==> src/rtl/core/izoc_pkg.sv <==
// shared widths, types and constants of the imu zero offset calibrator
`timescale 1ns / 1ps

package izoc_pkg;

    localparam int AXES      = 3;
    localparam int Z_AXIS    = 2;
    localparam int SAMPLE_W  = 16;
    localparam int SUM_W     = 24;
    localparam int COUNT_W   = 8;
    localparam int ONE_G_W   = 15;

    localparam logic [ONE_G_W-1:0] ONE_G_RESET = 15'd4096;

    typedef logic signed [SAMPLE_W-1:0] t_sample;
    typedef logic        [SAMPLE_W-1:0] t_mag;
    typedef logic signed [SUM_W-1:0]    t_sum;

    typedef t_sample t_sample_arr [AXES];
    typedef t_mag    t_mag_arr    [AXES];
    typedef t_sum    t_sum_arr    [AXES];

    // per group flags that travel with a transaction down the pipeline
    typedef struct packed {
        logic clr;
        logic done;
        logic busy;
    } t_cal_status;

endpackage

==> src/rtl/core/izoc_div.sv <==
// stage two: sum divided by the sample count through a reciprocal multiply
`timescale 1ns / 1ps

module izoc_div
    import izoc_pkg::*;
#(
    parameter int CAL_SAMPLES = 250
) (
    input  logic          i_clk,
    input  logic          i_rst_n,
    input  logic          i_load,
    input  t_cal_status   i_status,
    input  t_sum_arr      i_sum,
    input  t_sample_arr   i_sample,
    output t_cal_status   o_status,
    output t_mag_arr      o_quot,
    output logic [AXES-1:0] o_neg,
    output t_sample_arr   o_sample
);

    // exact floor division for any magnitude up to 2^23
    localparam int SHIFT  = SUM_W + $clog2(CAL_SAMPLES);
    localparam int MUL_W  = SUM_W + 1;
    localparam int PROD_W = SUM_W + MUL_W;
    localparam logic [63:0] RECIP_FULL = (64'd1 << SHIFT) / 64'(CAL_SAMPLES) + 64'd1;
    localparam logic [MUL_W-1:0] RECIP = RECIP_FULL[MUL_W-1:0];

    logic [SUM_W-1:0]  w_mag  [AXES];
    logic [PROD_W-1:0] w_prod [AXES];
    logic [AXES-1:0]   w_neg;

    t_cal_status       r_status;
    t_mag_arr          r_quot;
    logic [AXES-1:0]   r_neg;
    t_sample_arr       r_sample;

    always_comb begin
        for (int i = 0; i < AXES; i++) begin
            w_neg[i]  = i_sum[i][SUM_W-1];
            w_mag[i]  = w_neg[i] ? $unsigned(-i_sum[i]) : $unsigned(i_sum[i]);
            w_prod[i] = {{MUL_W{1'b0}}, w_mag[i]} * {{SUM_W{1'b0}}, RECIP};
        end
    end

    always_ff @(posedge i_clk) begin
        if (!i_rst_n) begin
            r_status <= '0;
        end else if (i_load) begin
            r_status <= i_status;
        end
    end

    // only the low 16 bits of an offset ever reach the outputs
    always_ff @(posedge i_clk) begin
        if (i_load) begin
            for (int i = 0; i < AXES; i++) begin
                r_quot[i] <= w_prod[i][SHIFT +: SAMPLE_W];
            end
            r_neg    <= w_neg;
            r_sample <= i_sample;
        end
    end

    assign o_status = r_status;
    assign o_quot   = r_quot;
    assign o_neg    = r_neg;
    assign o_sample = r_sample;

endmodule

==> config.mk <==
export PLATFORM = sky130hd
export DESIGN_NAME = izoc_div
export DESIGN_NICKNAME = d
export VERILOG_FILES = /design/src/rtl/core/izoc_pkg.sv /design/src/rtl/core/izoc_div.sv
export SDC_FILE = /design/constraint.sdc
export NUM_CORES = 2
export LEC_CHECK = 0
export ABC_CLOCK_PERIOD_IN_PS = 18000
export BUFFER_PORTS_ARGS = -buffer_cell sky130_fd_sc_hd__buf_4
export CORE_UTILIZATION = 35
export DETAILED_ROUTE_END_ITERATION = 6
export GPL_TIMING_DRIVEN = 0
export HOLD_SLACK_MARGIN = 0.1
export MAX_ROUTING_LAYER = met4
export PLACE_DENSITY = 0.54
export SLEW_MARGIN = 20
export SYNTH_ARGS = -nofsm -noshare
export SYNTH_HDL_FRONTEND = slang
export SYNTH_SLANG_ARGS = --single-unit
==> constraint.sdc <==
create_clock -name i_clk -period 18 [get_ports i_clk]
set_input_delay 2.7 -clock i_clk [delete_from_list [all_inputs] [get_ports i_clk]]
set_output_delay 2.7 -clock i_clk [all_outputs]
set_load 0.01 [all_outputs]
After elaboration in Yosys (flattened, before gate mapping)

Cells that the tools add are included.

Output and inout bits: 102
Bits in registers: 102
Bits in read-only memories: 0
Memories kept: 0
Latch bits: 0
Memory bits (writable): 0

Shift operators: 0
Multipliers: 3
Add/subtract/negate cells: 3
Reduce and logical (&&, ||, !) cells: 0
Order comparisons: 0
Eq/ne operators: 0
Multiplexer cells: 3
Divide/modulo/power cells: 0
Bitwise operators: 0

Operator list:

| kind                     | number |
|---|---|
| $mul A24 B24 Y47 const B | 3 |
| $mux W24                 | 3 |
| $neg A24 Y24             | 3 |

Logic depth before layout (Yosys ltp)

Depth after elaboration: 3
Gate-level depth with buffers: 33

Least setup slack after synthesis

OpenSTA, ideal clock, no wires.

Path kind: input-to-reg
Start point: input i_sum[24] (netlist bit)
End point: register r_quot, in the netlist o_quot[31] (data pin)
Library setup time: 260 ps
Stages: 31
Data arrival time: 10,880 ps
Setup slack: 6,860 ps
Cell sequence: inv_1 > ha_1 > or3b_4 > or4_4 > nand2b_4 > or3_4 > or4_4 > o21ai_0 > xnor2_1 > ha_1 > xnor2_1 > fa_1 > nand2b_1 > fa_1 > inv_1 > fa_1 > fa_1 > inv_1 > fa_1 > inv_1 > ha_1 > a21oi_1 > nand2_1 > a2111oi_0 > a21oi_1 > o41ai_1 > a211oi_1 > o2111ai_1 > a21boi_0 > o31ai_2 > xnor2_1

RTL lines:

| what                            | line           | source |
|---|---|---|
| from (decl)                     | izoc_div.sv:13 | `input t_sum_arr i_sum,` |
| to (signal, indexed assignment) | izoc_div.sv:57 | `r_quot[i] <= w_prod[i][SHIFT +: SAMPLE_W];` |
| to (decl)                       | izoc_div.sv:33 | `t_mag_arr r_quot;` |

==> results.yml <==
run_status:
  outcome: "completed"
critical_path:
  arrival_ns: 12.45
  cp-startpoint: "i_sum[24]"
  cp_common_cell: "fa_1"
  cp_max_fo: 11
  crit_path_end_kind: "register"
  critPathLaunchType: "input port"
  worstPathRequired_ns: 18.13
  crit_path_max_incr_delay_ns: 0.67
  rr_startpoint: "o_status[0]"
  crit_type: "input port to register"
  crit_slowest_cell: "a211oi_1"
sta:
  finalSetupTns_ns: 0
  hold_viol_final: 0
  setup_viol: 0
  finalMaxSlewViolations: 0
  min_period_ns: 12.31
  fmax_ghz: 0.0812
  relSlewSlack_pct: 21.9
  clock_skew_ns: 0
  rsz0062_at_grt: "no"
  period_share_pct: 68.4
  tightest_slew_ns: 1.16
cts:
  h-tree-depth: 3
  cts_buffer_depth: 2
  hold_buffers: 0
  clk_latency_ns: 0.38
  cts_inserted_buffers: 9
  cts_setup_buffers: 0
  cts_resized: 0
  cts.clk_slew.worst_paths_ns: 0.08
  cts_tree: "done"
  clock_sinks: 102
  root_buffer: "clkbuf_16"
finish:
  nets: 4675
  syn_to_final_growth_pct: 11.9
  drive_gt1_share_pct: 9.16
  seqCellArea_sq_um: 3030
  fill_cells: 8824
  multiInputGateArea_sq_um: 24400
grt:
  grt_pass1_vias: 22243
  grtUsageTotal_pct: 17.9
  antenna_found_initial: 1
  grt_pass1_wl_um: 121000
  grt_overflow: 0
  grt_max_degree: 54
routing:
  ant_nets: 0
  finalWirelength_um: 73800
  num_vias: 20762
  drt-initial-drc-count: 729
  drcViolationCount: 0
  first_pass_iters: 5
  wire_per_inst_um: 16.2
  drt-vias-per-instance: 4.56
synthesis:
  ys_top_cells_by_area: "fa_1, ha_1, inv_1, edfxtp_1, xnor2_1"
  synth_xor_area_share_pct: 7.10
  synth_top_family_by_area: "adder cells"
  ys_dominant_reg_cell: "edfxtp_1"
  synth_area_sq_um: 30800
  synthArstFlopShare_pct: 0
  synthesis.nets: 4429
  ys_ff_latch: 102
  synthDistinctLibCells: 72
  synth_top_area_share_pct: 31.0
  yosysMostFrequentCell: "inv_1"
  synth_top_area_cell: "fa_1"
  syn_inst: 3144
  yosysWarnings: 0
  syn_avg_cell_area_sq_um: 9.81
  synth_edf_count: 99
  synth_common_cells: "inv_1, ha_1, fa_1"
  yosys.area_share.simple_pct: 5.92
  synth_compound_area_share_pct: 6.84
  yosysSeqAreaShare_pct: 9.83
  synth_fa_ha_area_share_pct: 58.7
  synth_mux_area_share_pct: 0.0974
place:
  place_congestion: 0.881
  io_buffers: 227
  dp_hpwl_um: 66300
floorplan:
  core_area_sq_um: 87000
  io_pins: 228
  initial_utilization_pct: 35.4
  die_height_um: 299
  die_w_um: 299
  fp-row-count: 108
  die-area_sq_um: 89300
min_path:
  min_path_type: "register to register"
  min_from: "o_status[0]"
job:
  maxCapViolations: 0
-- critical path: cells and delay by family --
family,cells,cell delay (ns)
simple gates,7,2.16
buf+inv,5,0.45
xor+xnor,3,0.91
fa+ha+maj,8,3.38
compound gates,9,2.85
-- layout make-up --
cell class,instances,area share (%)
Clock buffer,9,0.652
Tap cell,1155,4.19
Antenna cell,1,0.00725
Inverter,931,10.1
Sequential cell,102,8.79
Timing Repair Buffer,235,5.23
Multi-Input combinational cell,2099,70.7
Clock inverter,7,0.228
Buffer,12,0.130
-- stage by stage --
stage               hold WS (ns)  instance area (sq um)  cells  util [%]  setup WS, ns
floorplan                  0.538                  30800   3144         -          6.86
global placement           0.502                  34000   4526      39.1          5.17
detailed placement         0.511                  34200   4534      39.3          5.30
CTS                        0.533                  34500   4550      39.6          5.68
global route               0.560                  34500   4551      39.7          5.24
finish                     0.530                  34500   4551      39.7          5.69
-- flip-flops by register name, summed over array words and instances (netlist names) --
name	cells
o_sample	48
o_quot	48
o_status	3
o_neg	3
-- final timing paths --
kind                       to  slack [ns]  cells after the start
setup reg to reg  o_status[0]       17.39                      2
setup / recovery   o_quot[31]        5.69                     32
hold / removal    o_status[0]        0.53                      2
hold reg to reg   o_status[0]        0.53                      2
-- placed cells by master, fill, tap and decap left out, types with 7 or more instances in the layout --
| master | netlist | final |
|---|---|---|
| fa_1 | 477 | 477 |
| xnor2_2 | 1 | 13 |
| nor2_1 | 87 | 87 |
| nor3_1 | 14 | 14 |
| a211oi_1 | 14 | 14 |
| a21o_1 | 71 | 71 |
| or4_1 | 8 | 8 |
| and2_1 | 12 | 12 |
| edfxtp_1 | 99 | 99 |
| or3_1 | 10 | 10 |
| nand2_1 | 109 | 109 |
| or2_2 | 25 | 25 |
| nand2b_1 | 20 | 20 |
| and3_1 | 7 | 7 |
| a21oi_1 | 81 | 81 |
| xnor2_1 | 186 | 174 |
| clkbuf_16 | 0 | 9 |
| nand4_1 | 11 | 11 |
| buf_4 | 0 | 228 |
| o21bai_1 | 13 | 13 |
| nor2b_1 | 23 | 23 |
| o211ai_1 | 8 | 8 |
| clkbuf_1 | 10 | 10 |
| a21boi_0 | 8 | 8 |
| ha_1 | 682 | 682 |
| o21ai_0 | 59 | 56 |
| inv_1 | 920 | 920 |
| o41ai_1 | 9 | 9 |
| xor2_1 | 62 | 58 |
| nand3_1 | 18 | 18 |
| o31ai_1 | 15 | 15 |
-- logic make-up after synthesis --
kind of cell               Yosys count
DFF                                102
adders and majority gates         1162
and+or+nand+nor                    365
other                                1
muxes                                3
xor gates and xnor gates           249
AOI/OAI and AO/OA                  319
buffers and inverters              943
-- routing by layer --
layer	vias up	global-route usage [%]	share of wire [%]
met4	0	2.03	0.66
li1	10389	-	-
met5	-	-	0
met1	10046	24.3	48
met2	300	29.1	47
met3	27	2.37	4.1
Power is left out: the tool's default activity adds up to more than one toggle a clock period on the data nets, which glitch-free logic cannot reach.
