===== config.mk =====
export PLATFORM = sky130hd
export DESIGN_NAME = izoc_accum
export DESIGN_NICKNAME = d
export VERILOG_FILES = /design/src/rtl/core/izoc_pkg.sv /design/src/rtl/core/izoc_accum.sv
export SDC_FILE = /design/constraint.sdc
export NUM_CORES = 1
export LEC_CHECK = 0
export BUFFER_PORTS_ARGS = -buffer_cell sky130_fd_sc_hd__buf_4
export CAP_MARGIN = 20
export CORE_ASPECT_RATIO = 1.2
export CORE_MARGIN = 2
export CORE_UTILIZATION = 40
export CTS_CLUSTER_DIAMETER = 120
export DETAILED_ROUTE_END_ITERATION = 12
export HOLD_SLACK_MARGIN = 0.03
export PLACE_DENSITY = 0.7
export SLEW_MARGIN = 15
export SYNTH_ARGS = -nofsm -noshare
export SYNTH_HDL_FRONTEND = slang
export SYNTH_SLANG_ARGS = --single-unit

===== constraint.sdc =====
create_clock -name i_clk -period 3.3 [get_ports i_clk]
set_input_delay 0.66 -clock i_clk [delete_from_list [all_inputs] [get_ports i_clk]]
set_output_delay 0.66 -clock i_clk [all_outputs]
set_load 0.1 [all_outputs]

===== src/rtl/core/izoc_pkg.sv =====
// shared widths, types and constants of the imu zero offset calibrator
`timescale 1ns / 1ps

package izoc_pkg;

    localparam int AXES      = 3;
    localparam int Z_AXIS    = 2;
    localparam int SAMPLE_W  = 16;
    localparam int SUM_W     = 24;
    localparam int COUNT_W   = 8;
    localparam int ONE_G_W   = 15;

    localparam logic [ONE_G_W-1:0] ONE_G_RESET = 15'd4096;

    typedef logic signed [SAMPLE_W-1:0] t_sample;
    typedef logic        [SAMPLE_W-1:0] t_mag;
    typedef logic signed [SUM_W-1:0]    t_sum;

    typedef t_sample t_sample_arr [AXES];
    typedef t_mag    t_mag_arr    [AXES];
    typedef t_sum    t_sum_arr    [AXES];

    // per group flags that travel with a transaction down the pipeline
    typedef struct packed {
        logic clr;
        logic done;
        logic busy;
    } t_cal_status;

endpackage


===== src/rtl/core/izoc_accum.sv =====
// stage one: calibration sequencer and running sums for one sensor group
`timescale 1ns / 1ps

module izoc_accum
    import izoc_pkg::*;
#(
    parameter int CAL_SAMPLES = 250
) (
    input  logic        i_clk,
    input  logic        i_rst_n,
    input  logic        i_load,
    input  t_sample_arr i_sample,
    input  logic        i_start,
    output t_cal_status o_status,
    output t_sum_arr    o_sum,
    output t_sample_arr o_sample
);

    localparam logic [COUNT_W-1:0] CAL_LAST = COUNT_W'(CAL_SAMPLES);

    logic               r_active;
    logic               n_active;
    logic [COUNT_W-1:0] r_count;
    logic [COUNT_W-1:0] n_count;
    t_sum_arr           r_sum;
    t_sum_arr           n_sum;
    t_cal_status        w_status;
    logic               w_active;
    logic [COUNT_W-1:0] w_count;

    t_cal_status        r_status;
    t_sum_arr           r_sum_out;
    t_sample_arr        r_sample;

    always_comb begin
        // a request restarts the group with the clearing sample
        w_active = i_start | r_active;
        w_count  = i_start ? '0 : r_count;
        n_active = r_active;
        n_count  = r_count;
        n_sum    = r_sum;
        w_status = '0;
        if (w_active) begin
            if (w_count == '0) begin
                for (int i = 0; i < AXES; i++) begin
                    n_sum[i] = '0;
                end
                n_count      = COUNT_W'(1);
                n_active     = 1'b1;
                w_status.clr = 1'b1;
            end else begin
                for (int i = 0; i < AXES; i++) begin
                    n_sum[i] = r_sum[i] + SUM_W'(i_sample[i]);
                end
                if (w_count >= CAL_LAST) begin
                    n_count       = '0;
                    n_active      = 1'b0;
                    w_status.done = 1'b1;
                end else begin
                    n_count  = w_count + COUNT_W'(1);
                    n_active = 1'b1;
                end
            end
        end
        w_status.busy = n_active;
    end

    always_ff @(posedge i_clk) begin
        if (!i_rst_n) begin
            r_active <= 1'b1;
            r_count  <= '0;
            r_status <= '0;
            for (int i = 0; i < AXES; i++) begin
                r_sum[i] <= '0;
            end
        end else if (i_load) begin
            r_active <= n_active;
            r_count  <= n_count;
            r_status <= w_status;
            r_sum    <= n_sum;
        end
    end

    always_ff @(posedge i_clk) begin
        if (i_load) begin
            r_sum_out <= n_sum;
            r_sample  <= i_sample;
        end
    end

    assign o_status = r_status;
    assign o_sum    = r_sum_out;
    assign o_sample = r_sample;

`ifndef NO_ASSERTIONS
    a_count_bound : assert property (@(posedge i_clk) disable iff (!i_rst_n)
        r_count <= CAL_LAST)
        else $error("calibration count past its limit");

    a_idle_count : assert property (@(posedge i_clk) disable iff (!i_rst_n)
        !r_active |-> (r_count == '0))
        else $error("idle group holds a nonzero count");

    a_done_ends : assert property (@(posedge i_clk) disable iff (!i_rst_n)
        (i_load && w_status.done) |=> (!r_active && r_status.done && !r_status.busy))
        else $error("finishing transaction left the group active");
`endif

endmodule


Word level (Yosys, flattened, before mapping)
Cells that the tools add are included.
{"block": "word_totals", "regBits": 204, "wordCells": 34}
{"block": "classes", "add_sub_neg": 4, "order_cmp": 1, "muxes": 12, "bitwise_logic": 1, "n_reduce_logical": 2}
{"operator": "$mux W72", "count": 2}
{"operator": "$add A24 B16 Y24", "count": 3}
{"operator": "$mux W8", "count": 3}
{"operator": "$add A8 B1 Y8 const B", "count": 1}
{"operator": "$ge A8 B8 Y1 const B", "count": 1}
{"operator": "$logic_not A8 Y1", "count": 1}
{"operator": "$mux W1", "count": 6}
{"operator": "$mux W2", "count": 1}
{"operator": "$reduce_and A2 Y1", "count": 1}
{"operator": "$or A1 B1 Y1", "count": 1}

Depth between registers and ports, before layout
{"block": "depth", "depth_word": 5, "mapped_depth": 11, "ltp_nobuf": 11}

Least setup slack after synthesis
OpenSTA, ideal clock, no wires.
{"block": "synth_path", "path_kind": "input -> register", "from": "in i_sample[32] (netlist name)", "to": "reg r_sum_out, in the netlist o_sum[70], data pin", "setup_ns": 0.256, "arrival_time_ns": 2.922, "path_slack_ns": 0.122, "cell_stages": 10, "path_buffers": 0, "cell_sequence": "ha_1 fa_1 a211oi_2 o211ai_2 a2111oi_2 o21bai_2 a31oi_2 o221ai_1 xor2_1 a22o_1"}
{"item": "start, declared", "line": "izoc_accum.sv:12", "rtl": "input t_sample_arr i_sample,"}
{"item": "end signal, assigned", "line": "izoc_accum.sv:86", "rtl": "r_sum_out <= n_sum;"}
{"item": "end, declared", "line": "izoc_accum.sv:32", "rtl": "t_sum_arr r_sum_out;"}

==> metrics.txt <==
FF-to-FF Start=r_sum[48]; ys async rst share=0; RSZ-0062 raised after global routing=false; HP Class=in -> reg; wire per inst=17.7 microns; worst stage delay on the critical path=0.45 ns; initial antenna violation count=1; drt initial violations=537; DRC viols=0; Final Critical Period=around 3.2 ns; delay-heaviest family, CP=compound AO/OA/AOI/OAI gates; pin count of the biggest net entering global routing=67; gp weighted congestion=0.886; buffers and inverters on the worst path=0; First-pass DRT Iterations=7; num ports=175; CTS Sinks=about 200; Via density=between 5 and 6; antenna-violating nets left=0; most numerous cell in the Yosys netlist=nand2_1; top_reg_cell synth=edfxtp_1; GRT Util Overall=0.200; post-synthesis instance total=1116; Setup crit start kind=register; total CTS buffers=23; max-slew violation count=0; Clock Tree Root=clkbuf_16; post_cts resized=0; worst-margin pin slew=0.886 ns; vias in the first global route=between 9000 and 10000; Cell Area, Synth=11200 sq um; vias=between 9000 and 10000; Starting Density=0.403; CP Class=reg -> reg; reg-to-reg setup timing slack=0.14 ns; Critical-path top delay cell=fa_1; post-synth top area share=0.322; leak pwr=slightly below 6 nW; peak supply drop=roughly 0.00041 V; CTS tree=built; worst r2r dst=o_sum[70]; Avg Cell Area, Syn=10.0 sq um; Final Net Count=1424; Rows=between 60 and 70; syn nets=around 1200; M3 GR Usage=0.0343; Period Utilization, post-route=0.958; hold path depth=1; first-pass GRT wire length=47300 microns; max cap viols=0; Hold Fails Final Rpt=0; top post-synthesis cells by area=edfxtp_1 32%, dfxtp_1 15%, ha_1 8.1%, nand2_1 4.9%, a22o_1 4.2%; Post-synth EDFFs=120; clock skew=0.00979 ns; Synth cell types=69; Routed Wire Length=30000 microns; core area=roughly 28000 sq um; Die ar.=29300 sq um; Max Clock Freq=316 MHz; Crit Path Max Fanout=3; CP startpoint=r_sum[48]; die height=187 microns; status=finished clean; Pwr Density=about 500 nW/um^2; sequential area share after synthesis=0.473; CP cell instances=ha_1 -> fa_1 -> a211oi_2 -> o211ai_2 -> a2111oi_4 -> o21bai_2 -> a31oi_2 -> o221ai_1 -> xor2_1 -> a22o_1; clk_lat worst skew=0.51 ns; met1 Use GR=0.240; fraction of layout cells with a size suffix above 1=0.210; Global Route met2 Usage=0.356; gr busiest metal=met2; P&R area growth vs syn=24.3%; GRT Residual Overflow=0; slew margin rel.=0.409; final-layout fill cell count=roughly 2500; hold-fix buffer count after cts=0; worst min-delay path startpoint=i_sample[35]; Final HPWL DP=21300 microns; Req. time, crit path=3.57 ns; Synth area leader=edfxtp_1; hold slack=roughly 0.34 ns; Die W=between 150 and 200 microns; synth warn=0; Post-CTS Setup Inserts=0; worst slack, placed=-0.256 ns; worst path arrival time=3.43 ns; Reg clk slew, reported paths=0.06 ns; critical path endpoint category=register; FF-to-FF path depth=10; htree depth=1; Finish-stage setup viols=0; clk buf depth=3; synth cell count leaders=146 x nand2_1, 120 x edfxtp_1, 87 x o21ai_0; worst hold endpoint=o_sample[35]; post-synthesis register bit count=204; final worst setup slack=0.140 ns; I/O Buffers=about 170
==> cells in the final DEF (no fill, tap or decap), drive strengths merged, types with 28 or more instances in the layout <==
cell type  count
nor2          44
o21ai         87
a21o          28
inv           31
nand2        146
a21oi         76
buf          210
a22o          53
xnor2         39
dfxtp         84
edfxtp       120
ha            72
==> through the flow <==
step                       util  TNS, ns  std cells  power, W  instance area, sq um
after global placement    0.470    -1.00       1651   0.00441                 13100
final                     0.501        0       1694   0.00714                 13900
after floorplan               -        0       1116   0.00403                 11200
after detailed placement  0.470    -1.14       1651   0.00442                 13100
after CTS                 0.500        0       1692   0.00721                 13900
after global routing      0.500        0       1693   0.00738                 13900
==> registers in the layout, indices dropped and copies added (netlist names) <==
name	cells
o_status	3
o_sample	48
r_active	1
r_count	8
o_sum	72
r_sum	72
==> per-layer routing <==
layer,vias up,wire length (microns)
met2,268,14900
met3,67,1630
met5,-,0
met4,0,1100
li1,4520,-
met1,4426,12400
==> cells by family after synthesis <==
| kind of cell | Yosys count | synth area share |
|---|---|---|
| AOI/OAI and AO/OA | 368 | 0.225 |
| and+or+nand+nor | 322 | 0.137 |
| DFF | 204 | 0.473 |
| buffers and inverters | 84 | 0.0291 |
| adders and majority gates | 75 | 0.0860 |
| xor gates and xnor gates | 56 | 0.0439 |
| muxes | 7 | 0.00649 |
==> power breakdown <==
group | switching [W] | total, W | internal (W)
clock | 0.00107 | 0.00277 | 0.00170
sequential | 0.0000470 | 0.00287 | 0.00282
combinational | 0.00114 | 0.00150 | 0.000360
total | 0.00226 | 0.00714 | 0.00488
==> cell type report <==
type	count	area (sq um)	share of cell area
antenna	2	5.00	0.000360
clock buffer	24	589	0.0424
clock inverter	17	231	0.0167
inverter	30	113	0.00811
multi-input combinational	828	5600	0.403
sequential	204	5290	0.381
tap	379	474	0.0341
timing repair buffer	210	1590	0.115
==> how the worst max path moves through the flow <==
stage	end	slack (ns)	depth (start not counted)
3_3_place_gp	o_sum[70]	-0.25	11
3_5_place_dp	o_sum[70]	-0.26	11
6_report	o_sum[70]	0.14	10
5_1_grt	o_sum[70]	0.01	10
2_1_floorplan	o_sum[70]	0.12	10
4_1_cts	o_sum[70]	0.17	10
No activity file was read; power rests on OpenSTA's default activity.
