`src/rtl/core/izoc_pkg.sv`:
```
// shared widths, types and constants of the imu zero offset calibrator
`timescale 1ns / 1ps

package izoc_pkg;

    localparam int AXES      = 3;
    localparam int Z_AXIS    = 2;
    localparam int SAMPLE_W  = 16;
    localparam int SUM_W     = 24;
    localparam int COUNT_W   = 8;
    localparam int ONE_G_W   = 15;

    localparam logic [ONE_G_W-1:0] ONE_G_RESET = 15'd4096;

    typedef logic signed [SAMPLE_W-1:0] t_sample;
    typedef logic        [SAMPLE_W-1:0] t_mag;
    typedef logic signed [SUM_W-1:0]    t_sum;

    typedef t_sample t_sample_arr [AXES];
    typedef t_mag    t_mag_arr    [AXES];
    typedef t_sum    t_sum_arr    [AXES];

    // per group flags that travel with a transaction down the pipeline
    typedef struct packed {
        logic clr;
        logic done;
        logic busy;
    } t_cal_status;

endpackage

```
`src/rtl/core/izoc_corr.sv`:
```
// stage three: offset registers and corrected sample output register
`timescale 1ns / 1ps

module izoc_corr
    import izoc_pkg::*;
(
    input  logic               i_clk,
    input  logic               i_rst_n,
    input  logic               i_load,
    input  t_cal_status        i_status,
    input  t_mag_arr           i_quot,
    input  logic [AXES-1:0]    i_neg,
    input  t_sample_arr        i_sample,
    input  logic [ONE_G_W-1:0] i_z_sub,
    output t_sample_arr        o_corr,
    output logic               o_busy,
    output logic               o_done
);

    t_sample_arr r_bias;
    t_sample_arr n_bias;
    t_sample_arr w_div;
    t_sample_arr w_corr;

    t_sample_arr r_corr;
    logic        r_busy;
    logic        r_done;

    always_comb begin
        for (int i = 0; i < AXES; i++) begin
            w_div[i] = i_neg[i] ? t_sample'(-i_quot[i]) : t_sample'(i_quot[i]);
            if (i == Z_AXIS) begin
                // gravity stays in the z reading
                w_div[i] = w_div[i] - t_sample'({1'b0, i_z_sub});
            end
            if (i_status.clr) begin
                n_bias[i] = '0;
            end else if (i_status.done) begin
                n_bias[i] = w_div[i];
            end else begin
                n_bias[i] = r_bias[i];
            end
            w_corr[i] = i_sample[i] - n_bias[i];
        end
    end

    always_ff @(posedge i_clk) begin
        if (!i_rst_n) begin
            for (int i = 0; i < AXES; i++) begin
                r_bias[i] <= '0;
            end
        end else if (i_load) begin
            r_bias <= n_bias;
        end
    end

    always_ff @(posedge i_clk) begin
        if (i_load) begin
            r_corr <= w_corr;
            r_busy <= i_status.busy;
            r_done <= i_status.done;
        end
    end

    assign o_corr = r_corr;
    assign o_busy = r_busy;
    assign o_done = r_done;

endmodule

```
`config.mk`:
```
export PLATFORM = sky130hd
export DESIGN_NAME = izoc_corr
export DESIGN_NICKNAME = d
export VERILOG_FILES = /design/src/rtl/core/izoc_pkg.sv /design/src/rtl/core/izoc_corr.sv
export SDC_FILE = /design/constraint.sdc
export NUM_CORES = 1
export LEC_CHECK = 0
export BUFFER_PORTS_ARGS = -buffer_cell sky130_fd_sc_hd__buf_2
export CAP_MARGIN = 20
export CORE_MARGIN = 4
export CORE_UTILIZATION = 50
export CTS_CLUSTER_SIZE = 20
export DETAILED_ROUTE_END_ITERATION = 10
export PLACE_DENSITY_LB_ADDON = 0.15
export SLEW_MARGIN = 0
export SYNTH_ARGS = -nofsm -noshare
export SYNTH_HDL_FRONTEND = slang
export SYNTH_SLANG_ARGS = --single-unit
export TNS_END_PERCENT = 30
```
`constraint.sdc`:
```
create_clock -name i_clk -period 7.6 [get_ports i_clk]
set_input_delay 1.14 -clock i_clk [delete_from_list [all_inputs] [get_ports i_clk]]
set_output_delay 1.14 -clock i_clk [all_outputs]
set_load 0.005 [all_outputs]
```
After elaboration in Yosys (flattened, before gate mapping):

Cells that the tools add are included.

* register bits after elaboration: 98
* input port bits: 120
* word-level logic and storage cells: 24

* add/sub/neg operators: 7
* muxes and demuxes: 9

Operators with widths (number)
* $mux W16: 9
* $sub A16 B16 Y16: 4
* $neg A16 Y16: 3

Logic depth before layout (Yosys ltp):

Gate-level depths: netlist (run 1).

* word-level depth: 6
* mapped depth: 21
* gate-level depth less buffers: 21

Worst setup path after synthesis (run 1):

OpenSTA, ideal clock, no wires.

* path kind: input to register
* start point: input port i_quot[5] in the netlist's numbering
* end point: register r_corr (netlist bit o_corr[15]), data pin
* setup time: 0.264 ns
* arrival time: 4.961 ns
* data required time: 7.336 ns
* slack: 2.375 ns
* stages: 18
* buffers on the path: 0
* cell sequence: or4_4 -> or3_4 -> o21ai_0 -> xnor2_1 -> ha_1 -> a21o_1 -> a41oi_1 -> xnor2_1 -> mux2_2 -> nand2_1 -> ha_1 -> inv_1 -> or3_1 -> o22ai_1 -> a311o_1 -> o31ai_1 -> a211oi_1 -> xnor2_1

RTL lines
* start: declaration: line izoc_corr.sv:11 `input t_mag_arr i_quot,`
* end signal: assignment: line izoc_corr.sv:59 `r_corr <= w_corr;`
* end: declaration: line izoc_corr.sv:25 `t_sample_arr r_corr;`

==> results.toml, run 1 <==
[pwr]
p_seq_share_pct = 38.2
power_switching_mw = 0.516
power.leakage_nw = 3.80
irDropWorstVdd_mv = 0.0982
switching_share_pct = 30.8
p_int_mw = 1.16
power.share.combinational_pct = 32.7
power_density_mw_per_mm2 = 189
power_frac_clock_pct = 29.1
power_mw = 1.68

[clocking]
root_buffer = "clkbuf_16"
cts_buffer_depth = 2
cts_buffers = 9
tritoncts = "built"
worstSkewPairLatency_ns = 0.35
cts_resized = 0
htreeDepth = 3
clock-sinks = 98
holdBufCountCts = 0
postCtsSetupRepairBufs = 0
cts.clk_slew.worst_paths_ns = 0.07

[logic_synthesis]
ys.flop_type = "edfxtp_1"
syn-num-nets = 1055
synthMuxAreaShare_pct = 2.45
synth_seq_area_share_pct = 32.4
synth_xor_area_share_pct = 10.5
ys_ff_latch = 98
yosys_warnings = 0
synth_compound_gate_area_share_pct = 21.2
async_flop_share_pct = 0
synth_cells = 868
synth_edf_count = 50
synth_simple_gate_area_share_pct = 17.9
synth_top_family_by_area = "compound AO/OA/AOI/OAI gates"
synth_area_mm2 = 0.00761
avgSynthCellArea_um2 = 8.76
synthAdderAreaFrac_pct = 11.4
synth_cell_types = 60

[global_routing]
grt_pass1_vias = 6100
track_usage_pct = 20.5
antenna_found_initial = 0
grt_max_degree = 79
grt.overflow.total = 0
grt_pass1_wl_um = 29900

[route]
drt-initial-drc-count = 354
vias_per_cell = 5.46
first_pass_iters = 4
drc = 0
wl_per_cell_um = 15.0
wirelength_um = 18100
route.vias.total = 6597
route.antenna.remaining_nets = 0

[sta]
hold_viol_final = 0
setup_slack_ns = 2.14
period_share_pct = 71.8
finalMaxSlewViolations = 0
timing.fmax_mhz = 183
fin_skew_ns = 0.00606
max_slew_margin_pct = 44.8
fin_tns_setup_ns = 0
rsz0062_at_grt = "no"
worst_pin_slew_ns = 0.827
period_needed_ns = 5.46
setup_violations = 0

[run_status]
status = "completed"

[floorplan]
die_area_mm2 = 0.0172
ios = 170
rows = 44
core_mm2 = 0.0147
initial_core_util_pct = 51.7
dieHeight_um = 131
die_w_um = 131

[finish]
area.growth.synth_to_final_pct = 17.0
nNetsFinal = 1206
n_antenna_cell = 0
drive_gt1_share_pct = 20.2

[placed_design]
pre_cts_ws_ns = 1.85
hpwl_um = 13700
port_buffers = 169
gp_congestion = 0.845

[hold_path]
min_path_type = "flop to flop"

[critical_path]
cp-end-kind = "flop"
crit_fanout = 4
crit_required_ns = 7.70
cp.arrival_ns = 5.56
critical_path_class = "input pin to flop"
crit_path_start_kind = "input pin"

[run]
max-cap-violations = 0
==> worst paths after layout <==
kind | startpoint | end | slack [ns] | depth (start not counted)
setup / recovery | i_quot[0] | o_corr[15]$_DFFE_PP_ | 2.14 | 21
hold / removal | r_bias[11]$_SDFFE_PN0P_ | r_bias[11]$_SDFFE_PN0P_ | 0.47 | 2
setup reg to reg | r_bias[0]$_SDFFE_PN0P_ | o_corr[14]$_DFFE_PP_ | 4.48 | 11
hold reg to reg | r_bias[11]$_SDFFE_PN0P_ | r_bias[11]$_SDFFE_PN0P_ | 0.47 | 2
==> cells in the mapped netlist (all sizes together) (4+ instances only) <==
| cell | number | area [µm²] |
|---|---|---|
| fa | 4 | 80.1 |
| a211oi | 10 | 75.1 |
| nor3 | 16 | 80.1 |
| nand2 | 72 | 270 |
| or3 | 9 | 71.3 |
| o41ai | 6 | 52.6 |
| a211o | 13 | 114 |
| o21a | 29 | 218 |
| a22oi | 5 | 37.5 |
| xor2 | 36 | 323 |
| or2 | 6 | 37.5 |
| or4 | 4 | 41.3 |
| a21oi | 38 | 190 |
| a21o | 15 | 113 |
| nand3 | 20 | 100 |
| and3 | 5 | 31.3 |
| o21ai | 61 | 305 |
| inv | 51 | 191 |
| clkbuf | 28 | 109 |
| xnor2 | 54 | 473 |
| nand2b | 9 | 56.3 |
| and2 | 13 | 81.3 |
| dfxtp | 48 | 961 |
| mux2 | 5 | 56.3 |
| nor2 | 65 | 244 |
| buf | 5 | 20.0 |
| o211ai | 15 | 113 |
| mux2i | 13 | 130 |
| edfxtp | 50 | 1500 |
| o31ai | 16 | 134 |
| a31oi | 5 | 31.3 |
| ha | 63 | 788 |
| nor2b | 33 | 206 |
| nand3b | 8 | 60.1 |
| o21bai | 5 | 37.5 |
==> cells in the final DEF (no fill, tap or decap), types with 16 or more instances in the layout <==
cell type / count
buf_2: 169
nand2_1: 72
nor2_1: 65
ha_1: 63
o21ai_0: 60
xnor2_1: 54
inv_1: 51
edfxtp_1: 50
dfxtp_1: 48
a21oi_1: 38
xor2_1: 35
nor2b_1: 33
o21a_1: 29
nand3_1: 20
nor3_1: 16
==> kinds of logic (layout without fill, tap and decap cells) <==
group                    after synthesis  in the layout
multiplexers                          18             18
XOR/XNOR                              90             90
flip-flops                            98             98
adder cells (fa/ha/maj)               67             67
AND/OR/NAND/NOR                      271            271
AO/OA/AOI/OAI                        240            240
buffers and inverters                 84            240
==> layer usage <==
layer  up-vias  global-route usage, %  wire length (µm)
met2       177                   32.4              7920
met5         -                      0                 0
li1       3434                      -                 -
met4         0                   4.67               180
met1      2973                   29.2              8920
met3        13                   4.17              1060
==> power groups by stage <==
stage | Clock, mW | Sequential, mW | Combinational, mW
2_1_floorplan | 0 | 0.659 | 0.369
3_3_place_gp | 0 | 0.652 | 0.541
3_5_place_dp | 0 | 0.653 | 0.546
4_1_cts | 0.498 | 0.642 | 0.550
5_1_grt | 0.518 | 0.647 | 0.615
6_report | 0.489 | 0.641 | 0.548
==> final cells by class <==
class                           instances  area, µm²
Multi-Input combinational cell        686       4820
Sequential cell                        98       2460
Tap cell                              184        230
Inverter                               51        191
Clock buffer                           11        233
Fill cell                            1346       5800
Clock inverter                          5       80.1
Timing Repair Buffer                  173        876
==> worst max-delay path, stage by stage <==
cell and delay [ns]:
buf_2 0.08, inv_1 0.05, ha_1 0.28, nand2_1 0.05, o21ai_0 0.18, fa_1 0.51, a21oi_1 0.21, o21ai_0 0.15
o21a_1 0.18, nor2_1 0.11, xnor2_1 0.17, mux2i_1 0.13, or2_2 0.31, ha_1 0.34, o21a_1 0.14, o21ai_0 0.36
o22ai_1 0.15, a311o_1 0.38, o31ai_1 0.34, a211oi_1 0.15, xnor2_1 0.15
==> registers in the layout, indices dropped and copies added, names as in the netlist <==
register / cells
o_done: 1
o_busy: 1
o_corr: 48
r_bias: 48
==> through the flow <==
step	std cells	hold WS, ns	util, %	cell area (µm²)
floorplan	868	0.445	-	7610
global placement	1192	0.458	58.4	8580
detailed placement	1192	0.465	58.4	8580
CTS	1208	0.476	60.5	8900
global route	1208	0.508	60.5	8900
finish	1208	0.473	60.5	8900
Power figures use the tool's default switching activity.
==> run 2: changes to the inputs <==
==> constraint.sdc (replaced) <==
create_clock -name i_clk -period 4.65 [get_ports i_clk]
set_input_delay 0.6975 -clock i_clk [delete_from_list [all_inputs] [get_ports i_clk]]
set_output_delay 0.6975 -clock i_clk [all_outputs]
set_load 0.005 [all_outputs]
==> results.toml, run 2 (synthesized netlist as in run 1, its figures left out) <==
[finish]
fillers = 1295
register_area_mm2 = 0.00246
area.growth.synth_to_final_pct = 23.7
multi_input_area_mm2 = 0.00489
layout_commonest_cell = "buf_2"
mostFrequentLayoutCells = "169 x buf_2, 72 x nand2_1, 69 x buf_4"
drive_gt1_share_pct = 26.1
n_antenna_cell = 0
fin_util_pct = 64.0
nNetsFinal = 1271

[clocking]
root_buffer = "clkbuf_16"
postCtsSetupRepairBufs = 0
clock-sinks = 98
cts.clk_slew.worst_paths_ns = 0.06
htreeDepth = 3
cts_buffer_depth = 2
cts_buffers = 9
worstSkewPairLatency_ns = 0.35
tritoncts = "built"
cts_resized = 0
holdBufCountCts = 0

[route]
route.vias.total = 6822
wirelength_um = 18400
drc = 0
route.antenna.remaining_nets = 0
drt-initial-drc-count = 408
vias_per_cell = 5.36
wl_per_cell_um = 14.5
first_pass_iters = 5

[critical_path]
cp-end-kind = "flop"
critical_path_class = "input pin to flop"
rr_startpoint = "r_bias[33]$_SDFFE_PN0P_"
crit_path_start_kind = "input pin"
cp.arrival_ns = 4.55
startpoint = "i_quot[5]"
reg2regPathDepth = 11
timing.reg2reg.setup_slack_ns = 1.57
crit_required_ns = 4.75
crit_fanout = 3
r2r_end = "o_corr[47]$_DFFE_PP_"

[floorplan]
ios = 170
initial_core_util_pct = 51.7
die_w_um = 131
dieHeight_um = 131
core_mm2 = 0.0147
die_area_mm2 = 0.0172
rows = 44

[placed_design]
pre_cts_ws_ns = -0.312
gp_congestion = 0.859
port_buffers = 169
hpwl_um = 14400

[global_routing]
grt_pass1_vias = 6419
grt_pass1_wl_um = 30500
grt.overflow.total = 0
antenna_found_initial = 0
grt_max_degree = 55
track_usage_pct = 21.1

[pwr]
irDropWorstVdd_mv = 0.156
power_density_mw_per_mm2 = 293
power.leakage_nw = 4.11

[run_status]
status = "completed"

[sta]
hold-worst-slack_ns = 0.474
period_share_pct = 95.8
max_slew_margin_pct = 41.2
finalMaxSlewViolations = 0
setup_slack_ns = 0.196
setup_violations = 0
worst_pin_slew_ns = 0.883
fin_skew_ns = 0.00656
rsz0062_at_grt = "yes"
period_needed_ns = 4.45
timing.fmax_mhz = 225
hold_viol_final = 0

[run]
max-cap-violations = 0

[hold_path]
hold_path_end = "r_bias[11]$_SDFFE_PN0P_"
min_path_type = "flop to flop"
hp-start = "r_bias[11]$_SDFFE_PN0P_"
hold_depth = 2
run 2: cell count changes in the layout (fill, tap and decap cells not counted), moves of 3 or more:
| cell | before | now |
|---|---|---|
| buf_4 | 4 | 69 |
| o21ai_0 | 60 | 57 |
| o31ai_1 | 15 | 12 |
| o31ai_2 | 0 | 3 |
run 2: report_power, final:
part | switching [mW] | total, mW | internal (mW)
clock | 0.321 | 0.698 | 0.377
sequential | 0.0222 | 1.05 | 1.02
combinational | 0.514 | 1.01 | 0.493
run 2: per-layer routing:
metal	up-vias	wire length (µm)	GRT usage (%)
met5	-	0	0
met4	0	163	4.84
met3	10	1070	4.13
met2	175	8190	33.8
met1	3084	9000	29.7
li1	3553	-	-
run 2: worst max-delay path by stage:
stage / to / slack (ns)
final: o_corr[15]$_DFFE_PP_ / 0.20
after global routing: o_corr[15]$_DFFE_PP_ / -0.02
after CTS: o_corr[15]$_DFFE_PP_ / 0.06
after detailed placement: o_corr[15]$_DFFE_PP_ / -0.31
after global placement: o_corr[15]$_DFFE_PP_ / -0.17
after floorplan: o_corr[14]$_DFFE_PP_ / -0.004
run 2: worst max-delay path, stage by stage:
cell      delay [ns]
buf_2           0.10
or4_4           0.53
or3_4           0.40
o21ai_1         0.15
xnor2_1         0.14
ha_1            0.26
a21o_1          0.19
a41oi_2         0.19
xnor2_1         0.18
mux2_2          0.20
nand2_1         0.05
ha_1            0.29
inv_1           0.05
or3_1           0.36
o22ai_1         0.12
a311o_1         0.22
o31ai_2         0.10
a211oi_2        0.21
xnor2_1         0.09
run 2: layout make-up:
type	instances	area share (%)
Clock inverter	3	0.186
Multi-Input combinational cell	686	52.0
Sequential cell	98	26.2
Clock buffer	13	2.66
Inverter	51	2.04
Timing Repair Buffer	238	14.5
Tap cell	184	2.45
run 2: stage by stage:
step | total power, mW | instance area [µm²] | instances | setup TNS, ns
after floorplan | 1.69 | 7620 | 868 | -0.00389
after global placement | 2.05 | 9090 | 1257 | -0.387
after detailed placement | 2.06 | 9090 | 1257 | -0.853
after global routing | 2.93 | 9410 | 1273 | -0.0244
after CTS | 2.77 | 9360 | 1273 | 0
final | 2.75 | 9410 | 1273 | 0
==> run 3: changes to the inputs <==
--- a/config.mk
+++ b/config.mk
@@ -5,12 +5,13 @@
 export SDC_FILE = /design/constraint.sdc
 export NUM_CORES = 1
 export LEC_CHECK = 0
-export BUFFER_PORTS_ARGS = -buffer_cell sky130_fd_sc_hd__buf_2
+export ABC_AREA = 1
 export CAP_MARGIN = 20
 export CORE_MARGIN = 4
 export CORE_UTILIZATION = 50
 export CTS_CLUSTER_SIZE = 20
 export DETAILED_ROUTE_END_ITERATION = 10
+export DONT_BUFFER_PORTS = 1
 export PLACE_DENSITY_LB_ADDON = 0.15
 export SLEW_MARGIN = 0
 export SYNTH_ARGS = -nofsm -noshare
==> constraint.sdc (replaced) <==
create_clock -name i_clk -period 4.7 [get_ports i_clk]
set_input_delay 0.705 -clock i_clk [delete_from_list [all_inputs] [get_ports i_clk]]
set_output_delay 0.705 -clock i_clk [all_outputs]
set_load 0.005 [all_outputs]
==> results.toml, run 3 <==
[logic_synthesis]
synth_xor_area_share_pct = 7.06
synthTopCellsByCount = "188 x nand2_1, 113 x nor2_1, 110 x inv_1"
yosysTopAreaCell = "edfxtp_1"
synth_area_mm2 = 0.00781
avgSynthCellArea_um2 = 7.40
synth_cell_types = 48
yosysMostFrequentCell = "nand2_1"
ys_ff_latch = 98
synth_edf_count = 50
synth_simple_gate_area_share_pct = 23.5
synth_compound_gate_area_share_pct = 18.6
yosys_warnings = 0
async_flop_share_pct = 0
synthAdderAreaFrac_pct = 11.1
synth_top_family_by_area = "simple AND/OR/NAND/NOR gates"
synth_area_leaders = "edfxtp_1 19%, dfxtp_1 12%, ha_1 10%"
ys.flop_type = "edfxtp_1"
syn-num-nets = 1243
synthMuxAreaShare_pct = 0
synth_cells = 1056
synth.top_cell.area_share_pct = 19.2
synth_seq_area_share_pct = 31.5

[sta]
period_needed_ns = 4.11
period_share_pct = 87.5
fin_skew_ns = 0.00909
finalMaxSlewViolations = 0
worst_pin_slew_ns = 0.743
rsz0062_at_grt = "no"
setup_violations = 0
fin_tns_setup_ns = 0
timing.fmax_mhz = 243
hold_viol_final = 0
max_slew_margin_pct = 50.4

[clocking]
cts_buffers = 9
holdBufCountCts = 0
cts.clk_slew.worst_paths_ns = 0.07
clock-sinks = 98
htreeDepth = 3
cts_buffer_depth = 2
worstSkewPairLatency_ns = 0.35
root_buffer = "clkbuf_16"
tritoncts = "built"

[run]
max-cap-violations = 0

[global_routing]
grt_max_degree = 147
grt.overflow.total = 0
antenna_found_initial = 0
track_usage_pct = 22.0
grt_pass1_vias = 6241
grt_pass1_wl_um = 31900

[finish]
drive_gt1_share_pct = 5.11
n_antenna_cell = 0
area.growth.synth_to_final_pct = 4.65
fillers = 1462
nNetsFinal = 1220
mostFrequentLayoutCells = "188 x nand2_1, 113 x nor2_1, 110 x inv_1"
layout_commonest_cell = "nand2_1"

[floorplan]
core_mm2 = 0.0153
die_w_um = 133
dieHeight_um = 133
ios = 170
rows = 45
die_area_mm2 = 0.0177
initial_core_util_pct = 51.2

[hold_path]
min_path_type = "input pin to flop"

[critical_path]
cp-end-kind = "flop"
crit_required_ns = 4.81
timing.reg2reg.setup_slack_ns = 2.34
cp.arrival_ns = 4.22
crit_fanout = 5
crit_path_start_kind = "input pin"
critical_path_class = "input pin to flop"

[pwr]
power_mw = 2.54
irDropWorstVdd_mv = 0.149
power.leakage_nw = 3.60
power_density_mw_per_mm2 = 310

[placed_design]
gp_congestion = 0.880
hpwl_um = 14800
port_buffers = 0

[route]
drt-initial-drc-count = 450
drc = 0
wl_per_cell_um = 15.6
first_pass_iters = 5
wirelength_um = 19500
route.antenna.remaining_nets = 0
vias_per_cell = 5.49
route.vias.total = 6858

[run_status]
status = "completed"
## run 3: changes by cell type after synthesis, moves of 23 or more
cell,previous run,this run
inv_1,51,110
o21ai_1,1,24
nor2b_1,33,0
xnor2_1,54,22
nand2_1,72,188
o21a_1,29,4
nor2_1,65,113
a21oi_1,38,108
nand3_1,20,58
## run 3: cells by family (layout without fill, tap and decap cells)
logic type | count (synthesis) | after routing
compound gates | 259 | 259
xor+xnor | 63 | 63
fa+ha+maj | 67 | 67
buf+inv | 151 | 133
flops | 98 | 98
simple gates | 418 | 418
## run 3: worst max-delay path, stage by stage
cell and delay, ns:
inv_1 0.17, ha_1 0.19, inv_1 0.05, nor2_1 0.12
nand3_1 0.12, nor3_2 0.24, nor2_1 0.09, xor2_1 0.15
ha_1 0.36, nand2_1 0.13, inv_2 0.04, a21oi_1 0.19
nand2_1 0.09, xor2_1 0.14, o21ai_1 0.10, ha_1 0.37
nand2_1 0.09, nor2_1 0.18, nand4_1 0.14, nand3_1 0.18
nand3_1 0.08, and2_1 0.16, nand3_1 0.09, nand2_1 0.06
## run 3: cell type report
| type | count | area, µm² | area share, % |
|---|---|---|---|
| tap | 211 | 264 | 3.23 |
| sequential | 98 | 2460 | 30.1 |
| inverter | 116 | 435 | 5.33 |
| timing repair buffer | 1 | 7.51 | 0.0918 |
| multi-input combinational | 807 | 4710 | 57.6 |
| clock buffer | 9 | 225 | 2.76 |
| clock inverter | 7 | 68.8 | 0.842 |
## run 3: power breakdown
part	switching, mW	total (mW)	leakage [nW]	internal [mW]
clock	0.338	0.751	0.145	0.413
combinational	0.426	0.708	2.57	0.282
sequential	0.0472	1.08	0.887	1.03
total	0.811	2.54	3.60	1.73
## run 3: worst paths after layout
path | from | end | cells after the start
worst max register to register | r_bias[1]$_SDFFE_PN0P_ | o_corr[15]$_DFFE_PP_ | 12
worst max-delay path | i_quot[0] | o_corr[15]$_DFFE_PP_ | 24
worst min-delay path | i_status[0] | o_busy$_DFFE_PP_ | 0
worst min register to register | r_bias[31]$_SDFFE_PN0P_ | r_bias[31]$_SDFFE_PN0P_ | 2
## run 3: per-layer routing
metal  routed length [µm]  vias to the layer above  track usage (%)
met5                    0                        -                0
met4                  205                        0             4.85
met3                 1460                       13             5.67
met2                 8630                      200             34.2
met1                 9240                     3092             30.9
li1                     -                     3553                -
## run 3: per-stage QoR
stage	hold WS (ns)	instances	instance area [µm²]	utilization, %	setup WS [ns]
2_1_floorplan	0.482	1056	7810	-	0.759
3_3_place_gp	0.502	1233	7880	51.6	0.286
3_5_place_dp	0.511	1233	7880	51.6	0.186
4_1_cts	0.436	1249	8170	53.5	0.549
5_1_grt	0.428	1249	8170	53.6	0.174
6_report	0.449	1249	8170	53.6	0.585
## run 3: what timing repair did
item,in CTS,in global routing
resized for setup,0,1
buffers inserted,0,0
setup endpoints to repair,0,1
